## config.mk

```make
export PLATFORM = sky130hd
export DESIGN_NAME = lapf_kernel
export DESIGN_NICKNAME = d
export VERILOG_FILES = /design/src/rtl/lapf_pkg.sv /design/src/rtl/lapf_kernel.sv
export SDC_FILE = /design/constraint.sdc
export NUM_CORES = 1
export LEC_CHECK = 0
export BUFFER_PORTS_ARGS = -buffer_cell sky130_fd_sc_hd__buf_2
export CAP_MARGIN = 20
export CORE_ASPECT_RATIO = 1.1
export CORE_MARGIN = 4
export CORE_UTILIZATION = 47
export DETAILED_ROUTE_END_ITERATION = 8
export PLACE_DENSITY = 0.82
export SETUP_SLACK_MARGIN = 0.3
export SLEW_MARGIN = 0
export SYNTH_ARGS = -nofsm -noshare
export SYNTH_HDL_FRONTEND = slang
export SYNTH_SLANG_ARGS = --single-unit
```

## constraint.sdc

```tcl
create_clock -name vclk -period 9.1
set_input_delay 1.82 -clock vclk [all_inputs]
set_output_delay 1.82 -clock vclk [all_outputs]
set_load 0.1 [all_outputs]
```

## src/rtl/lapf_pkg.sv

```systemverilog
`timescale 1ns / 1ps

package lapf_pkg;

    localparam int MAX_WIDTH  = 1024;
    localparam int MAX_HEIGHT = 4096;
    localparam int CHANNELS   = 4;

    localparam int COL_W   = $clog2(MAX_WIDTH);
    localparam int ROW_W   = $clog2(MAX_HEIGHT);
    localparam int CHAN_W  = 8;
    localparam int LANES   = 4;
    localparam int PIX_W   = CHAN_W * LANES;
    localparam int WIN_N   = 9;
    localparam int HIST_N  = 6;

    localparam int CFG_WIDTH_W  = 11;
    localparam int CFG_HEIGHT_W = 13;
    localparam int APB_ADDR_W   = 4;
    localparam int APB_DATA_W   = 32;

    localparam logic [1:0] REG_IMAGE_WIDTH  = 2'd0;
    localparam logic [1:0] REG_IMAGE_HEIGHT = 2'd1;
    localparam logic [1:0] REG_MASK_SELECT  = 2'd2;

    localparam logic [CFG_WIDTH_W-1:0]  RST_IMAGE_WIDTH  = 11'd1024;
    localparam logic [CFG_HEIGHT_W-1:0] RST_IMAGE_HEIGHT = 13'd768;
    localparam logic                    RST_MASK_SELECT  = 1'b1;

    localparam logic [CHAN_W-1:0] OUT_OFFSET = 8'd128;

    typedef logic [CHAN_W-1:0] chan_t;
    typedef logic [PIX_W-1:0]  pixel_t;

    typedef struct packed {
        logic [7:0] chan0_in;
        logic [7:0] chan1_in;
        logic [7:0] chan2_in;
        logic [7:0] chan3_in;
    } pix_word_t;

    typedef struct packed {
        logic [7:0] chan0_out;
        logic [7:0] chan1_out;
        logic [7:0] chan2_out;
        logic [7:0] chan3_out;
        logic       frame_last;
    } res_word_t;

    // Window entry 3*column + row, column 0 is the oldest, row 0 is the top.
    typedef pixel_t [WIN_N-1:0] window_t;

    typedef chan_t [LANES-1:0] lane_bytes_t;

endpackage

```

## src/rtl/lapf_kernel.sv

```systemverilog
`timescale 1ns / 1ps

module lapf_kernel
    import lapf_pkg::*;
(
    input  window_t     win,
    input  logic        mask_select,
    output lane_bytes_t lanes
);

    // Only the low eight bits of the sum survive, so all arithmetic wraps at eight bits.
    for (genvar c = 0; c < LANES; c++)
    begin : g_lane
        if (c < CHANNELS)
        begin : g_used
            chan_t ctr;
            chan_t edge_sum;
            chan_t corner_sum;

            always_comb
            begin
                ctr        = win[4][c*CHAN_W +: CHAN_W];
                edge_sum   = chan_t'(win[3][c*CHAN_W +: CHAN_W] + win[5][c*CHAN_W +: CHAN_W]
                                   + win[1][c*CHAN_W +: CHAN_W] + win[7][c*CHAN_W +: CHAN_W]);
                corner_sum = chan_t'(win[0][c*CHAN_W +: CHAN_W] + win[2][c*CHAN_W +: CHAN_W]
                                   + win[6][c*CHAN_W +: CHAN_W] + win[8][c*CHAN_W +: CHAN_W]);
                if (mask_select)
                begin
                    lanes[c] = chan_t'({ctr[CHAN_W-4:0], 3'b000} - edge_sum - corner_sum
                                       + OUT_OFFSET);
                end
                else
                begin
                    lanes[c] = chan_t'({ctr[CHAN_W-3:0], 2'b00} - edge_sum + OUT_OFFSET);
                end
            end
        end
        else
        begin : g_unused
            assign lanes[c] = '0;
        end
    end

endmodule

```

==> reports/qor.txt, run 1 <==
ROUTE
----------------------------------------------------------------------------
DRT Wirelength                                                     19,600 um
DRC violation count after routing                                          0
Final ANT Viol Nets                                                        0
Iter 0 DRT Violations                                                    113
DR pass1 iterations                                                        4
Count of vias placed by the detailed router                            6,651
Routed wire length per instance                                      13.8 um
Number of vias per cell after detailed routing                          4.68

SYNTHESIS
----------------------------------------------------------------------------
Netlist area before placement                                   0.00772 mm^2
Nets in the synthesized netlist                                        1,427
Count of synthesis-stage warnings from yosys                               0
Post-synthesis cell count                                                862
Sequential-to-total area share from yosys stat                            0%
Number of distinct library cells after synthesis                          21
Synth Area per Inst                                                8.95 um^2

CELLS AND AREA
----------------------------------------------------------------------------
Layout sequential cell count                                               0
Sequential cell area                                                  0 um^2
Final-layout fill cell count                                           1,199
Share of post-route cells with drive strength above 1                  39.5%
Most common library cell in the layout ignoring fill and taps   sky130_fd_sc_hd__inv_1
Number of clock buffers in the layout                                      0
Area Growth Syn to Fin                                                 40.0%
Multi-input gate area in the final layout                       0.00713 mm^2
Commonest cells after routing, fill and taps aside              sky130_fd_sc_hd__inv_1, sky130_fd_sc_hd__buf_2, sky130_fd_sc_hd__fa_1
Fin area                                                         0.0108 mm^2
Nets                                                                   1,788

CLOCK NETWORK
----------------------------------------------------------------------------
CTS Hold Buffers Added                                                     0

TIMING
----------------------------------------------------------------------------
Setup violators final                                                      3
Number of hold violations in the final report                              0
Hold_ws                                                              4410 ps
Worst-case setup margin in the final layout                          -177 ps
Actual transition at the worst max-transition pin                     721 ps
Post-route clock period utilization                                     102%
Fmax                                                                 108 MHz
Worst slew margin relative to its limit                                51.9%
Final critical delay including setup and external delays             9280 ps
RSZ-0062 raised after global routing                                     yes
Pins over their slew limit                                                 0

CRITICAL PATH
----------------------------------------------------------------------------
Data required time of the critical path                              7280 ps
Crit path capture                                                  lanes[23]
Critical Path Source                                                 win[52]
Startpoint kind of the worst setup timing path                    input port
Endpoint type of the worst setup path                            output port
Crit path DAT                                                        7460 ps
Type of the worst setup path                                       in -> out
Crit-path max FO                                                           3

FLOORPLANNING
----------------------------------------------------------------------------
Die extent in y                                                       142 um
Area of the die                                                  0.0185 mm^2
Starting utilization of the core area                                  48.5%
Num rows                                                                  48
Horizontal extent of the die                                          130 um
Area of the core region                                          0.0159 mm^2
Total I/O pin count                                                      321

PLACED DESIGN
----------------------------------------------------------------------------
Detail Placement HPWL                                              17,400 um
Placed cell areas                                                0.0102 mm^2
IO buf count                                                             313
Routability cong.                                                      0.802

MIN PATH
----------------------------------------------------------------------------
Worst min-delay path class                                         in -> out

GRT
----------------------------------------------------------------------------
Largest net degree at the start of global routing                         55
Overall routing resource usage                                         20.3%
Global-route wire length before repair                             31,200 um
Overflow after GRT                                                         0
Vias in the first global route                                         7,525
Antenna violations before repair                                           0

OUTCOME
----------------------------------------------------------------------------
Status                                                          complete, but fails checks
Violated checks                                                 setup timing

JOB
----------------------------------------------------------------------------
Number of max-cap violations                                               0

how the worst min path moves through the flow:
stage / endpoint / cells past startpoint / startpoint
3_5_place_dp: lanes[15] / 6 / win[141]
6_report: lanes[15] / 6 / win[141]
4_1_cts: lanes[15] / 6 / win[141]
5_1_grt: lanes[15] / 6 / win[141]
3_3_place_gp: lanes[15] / 6 / win[141]
2_1_floorplan: lanes[7] / 3 / mask_select
metrics by stage:
stage / setup TNS, ps / std cells / setup WS, ps / utilization [%]
6_report: -278 / 1422 / -177 / 67.9
5_1_grt: -1120 / 1421 / -354 / 67.9
4_1_cts: -357 / 1414 / -145 / 66.1
3_5_place_dp: -782 / 1397 / -329 / 63.9
3_3_place_gp: -248 / 1397 / -194 / 63.9
2_1_floorplan: -72.9 / 862 / -72.9 / -
logic make-up after synthesis:
kind of cell	count (synthesis)	share of synthesized area, %
buffers and inverters	332	16.2
adders and majority gates	276	59.5
xor gates and xnor gates	108	13.0
AOI/OAI and AO/OA	106	8.24
and+or+nand+nor	30	1.72
muxes	10	1.36
routing by layer:
metal  up-vias  routed length, um  global-route usage, %
met5         -                  0                      0
met4         0                488                   3.99
met3        41               1500                   3.87
met2       213              11100                   42.0
met1      3160               6530                   20.6
li1       3237                  -                      -
timing repair:
action	4_1_cts	5_1_grt
pin swaps	39	33
setup endpoints to repair	9	13
gates resized for setup	44	47
setup buffers	17	7
critical path: stages:
cell,delay [ps]
sky130_fd_sc_hd__buf_2,90
sky130_fd_sc_hd__inv_1,60
sky130_fd_sc_hd__fa_1,490
sky130_fd_sc_hd__fa_1,490
sky130_fd_sc_hd__inv_1,40
sky130_fd_sc_hd__ha_1,410
sky130_fd_sc_hd__inv_1,80
sky130_fd_sc_hd__o21bai_1,190
sky130_fd_sc_hd__a21oi_1,100
sky130_fd_sc_hd__xor2_1,170
sky130_fd_sc_hd__buf_4,150
sky130_fd_sc_hd__fa_1,490
sky130_fd_sc_hd__inv_1,60
sky130_fd_sc_hd__fa_1,530
sky130_fd_sc_hd__inv_1,50
sky130_fd_sc_hd__fa_1,470
sky130_fd_sc_hd__ha_1,160
sky130_fd_sc_hd__xor2_1,190
sky130_fd_sc_hd__xnor2_1,160
sky130_fd_sc_hd__xnor2_1,140
sky130_fd_sc_hd__xnor3_1,430
sky130_fd_sc_hd__mux2i_2,180
sky130_fd_sc_hd__buf_4,180
sky130_fd_sc_hd__xnor2_4,130
sky130_fd_sc_hd__buf_12,190
synth_stat cells:
master                     instances  area, um^2
sky130_fd_sc_hd__xnor2_1          85         744
sky130_fd_sc_hd__clkbuf_1          4        15.0
sky130_fd_sc_hd__buf_2             1        5.00
sky130_fd_sc_hd__a21oi_1          46         230
sky130_fd_sc_hd__xor2_1           19         166
sky130_fd_sc_hd__inv_1           326        1220
sky130_fd_sc_hd__a21o_1           20         150
sky130_fd_sc_hd__mux2_2            4        45.0
sky130_fd_sc_hd__a211oi_1          4        30.0
sky130_fd_sc_hd__o21ai_0          20         100
sky130_fd_sc_hd__ha_1            124        1550
sky130_fd_sc_hd__o21bai_1         12        90.1
sky130_fd_sc_hd__mux2i_1           6        60.1
sky130_fd_sc_hd__nand2_1          20        75.1
sky130_fd_sc_hd__nand2b_1          4        25.0
sky130_fd_sc_hd__or2_2             4        25.0
sky130_fd_sc_hd__nor2_1            2        7.51
sky130_fd_sc_hd__buf_1             1        3.75
sky130_fd_sc_hd__fa_1            152        3040
sky130_fd_sc_hd__a31o_2            4        35.0
sky130_fd_sc_hd__xnor3_1           4        90.1
cell type report:
cell class / instances / area share (%)
diodes: 1 / 0.0232
inverters: 326 / 11.4
multi-input cells: 530 / 65.9
well taps: 200 / 2.32
repair buffers: 365 / 20.3
Power of run 1 is left out: the tool's default activity adds up to more than one toggle a clock period on the data nets, which glitch-free logic cannot reach.
==> run 2, diff against run 1 <==
CORE_UTILIZATION = 55   (was 47)
PLACE_DENSITY = 0.9   (was 0.82)
clock period = 11.8 ns   (was 9.1 ns; I/O delays follow)
==> run 2 against run 1 <==
Compared with the run above:
- sequential share of layout area is the same
- global-route usage grew 1.8 points
- non-clock buffer count down 51
- die area fell by 14%
- cell count down 4.4%
- flip-flop and latch count unchanged
- critical path depth decreased by 2
- via count is 3.7% lower
- the flow now finishes without violations
- utilization is 1.0 points higher
- hold slack improved by 1100 ps
- highest routed layer unchanged
- clock-buffer cell count did not move
- design area down 12%
==> reports/qor.txt, run 2 (same netlist as run 1, synthesis figures left out) <==
OUTCOME
----------------------------------------------------------------------------
Status                                                             completed

TIMING
----------------------------------------------------------------------------
Number of hold violations in the final report                              0   unchanged
RSZ-0062 raised after global routing                                      no
Worst slew margin relative to its limit                                61.8%   +9.9 points
Fmax                                                                91.8 MHz
Actual transition at the worst max-transition pin                     573 ps   -148 ps
Final critical delay including setup and external delays           10,900 ps
Pins over their slew limit                                                 0   unchanged
Post-route clock period utilization                                    92.3%
Accumulated negative setup slack                                        0 ps   +278 ps
Setup violators final                                                      0   -3

CELLS AND AREA
----------------------------------------------------------------------------
Number of clock buffers in the layout                                      0   unchanged
Most common library cell in the layout ignoring fill and taps   sky130_fd_sc_hd__inv_1
Layout sequential cell count                                               0   unchanged
Commonest cells after routing, fill and taps aside              sky130_fd_sc_hd__inv_1, sky130_fd_sc_hd__buf_2, sky130_fd_sc_hd__fa_1
Sequential cell area                                                  0 um^2   unchanged
Multi-input gate area in the final layout                       0.00647 mm^2   -9.2%
Final-layout fill cell count                                           1,030   -14%
Area Growth Syn to Fin                                                 23.2%
Share of post-route cells with drive strength above 1                  27.9%   -12 points
Nets                                                                   1,737   -2.9%

FLOORPLANNING
----------------------------------------------------------------------------
Num rows                                                                  45   -6.3%
Area of the core region                                          0.0138 mm^2   -13%
Starting utilization of the core area                                  55.9%   +7.5 points
Horizontal extent of the die                                          121 um   -7.1%
Die extent in y                                                       132 um   -7.1%
Area of the die                                                  0.0160 mm^2   -14%
Total I/O pin count                                                      321   unchanged

CLOCK NETWORK
----------------------------------------------------------------------------
Post-cts gate resize count                                                 0   -100%
CTS Hold Buffers Added                                                     0   unchanged
Buffers inserted by post-CTS timing repair                                 0   -17

ROUTE
----------------------------------------------------------------------------
DRT Wirelength                                                     17,800 um   -9.4%
DR pass1 iterations                                                        5   +1
Final ANT Viol Nets                                                        0   unchanged
Number of vias per cell after detailed routing                          4.72   +0.81%
Routed wire length per instance                                      13.1 um   -5.2%
Iter 0 DRT Violations                                                    119   +5.3%
Count of vias placed by the detailed router                            6,408   -3.7%
DRC violation count after routing                                          0   unchanged

GRT
----------------------------------------------------------------------------
Overall routing resource usage                                         22.2%   +1.8 points
Overflow after GRT                                                         0   unchanged
Largest net degree at the start of global routing                         55   unchanged
Antenna violations before repair                                           0   unchanged
Global-route wire length before repair                             29,400 um   -5.7%
Vias in the first global route                                         7,081   -5.9%

CRITICAL PATH
----------------------------------------------------------------------------
Crit path DAT                                                        8540 ps   +1080 ps
Type of the worst setup path                                       in -> out
Crit-path max FO                                                           3   unchanged
Critical Path Source                                                 win[33]
Startpoint kind of the worst setup timing path                    input port
Data required time of the critical path                              9440 ps   +2160 ps
Endpoint type of the worst setup path                            output port

PLACED DESIGN
----------------------------------------------------------------------------
Routability cong.                                                      0.852   +6.3%
IO buf count                                                             313   unchanged
Detail Placement HPWL                                              17,200 um   -1.6%

JOB
----------------------------------------------------------------------------
Number of max-cap violations                                               0   unchanged

MIN PATH
----------------------------------------------------------------------------
Worst min-delay path class                                         in -> out
Startpoint of the tightest hold check path                          win[240]

run 2: final cells by class:
cell class | instances | area share, %
diodes | 1 | 0.0263
inverters | 326 | 12.9
multi-input cells | 530 | 68.1
well taps | 188 | 2.47
repair buffers | 314 | 16.6
run 2: worst paths after layout:
check / slack, ps / end / depth (start not counted)
worst max-delay path: 900 / lanes[7] / 23
worst min-delay path: 5510 / lanes[16] / 5
run 2: per-stage QoR:
step	worst slack, ps	std cells	hold WS [ps]	utilization (%)	cell area (um^2)
after global routing	587	1358	5550	68.9	9500
after global placement	1000	1358	5510	68.9	9500
after detailed placement	865	1358	5520	68.9	9500
final	905	1359	5510	68.9	9500
after CTS	853	1358	5520	68.9	9500
after floorplan	506	862	5430	-	7720
run 2: layer usage:
metal | up-vias | GRT usage [%] | part of all wire (%)
met4 | 0 | 4.85 | 2.8
met2 | 215 | 45.6 | 57
li1 | 3131 | - | -
met3 | 42 | 4.81 | 7.8
met1 | 3020 | 21.9 | 33
met5 | - | 0 | 0
run 2: critical path: stages:
cell and delay [ps]:
sky130_fd_sc_hd__buf_2 70, sky130_fd_sc_hd__inv_1 40, sky130_fd_sc_hd__fa_1 480, sky130_fd_sc_hd__fa_1 500, sky130_fd_sc_hd__inv_1 50, sky130_fd_sc_hd__ha_1 230
sky130_fd_sc_hd__fa_1 460, sky130_fd_sc_hd__a21o_1 180, sky130_fd_sc_hd__a21oi_1 230, sky130_fd_sc_hd__xnor2_1 200, sky130_fd_sc_hd__inv_1 100, sky130_fd_sc_hd__fa_1 480
sky130_fd_sc_hd__fa_1 510, sky130_fd_sc_hd__fa_1 500, sky130_fd_sc_hd__inv_1 50, sky130_fd_sc_hd__ha_1 270, sky130_fd_sc_hd__ha_1 320, sky130_fd_sc_hd__a21o_1 170
sky130_fd_sc_hd__a21oi_1 170, sky130_fd_sc_hd__xnor3_1 330, sky130_fd_sc_hd__mux2i_1 200, sky130_fd_sc_hd__xnor2_1 160, sky130_fd_sc_hd__buf_2 460
Power of run 2 is left out for the same reason.
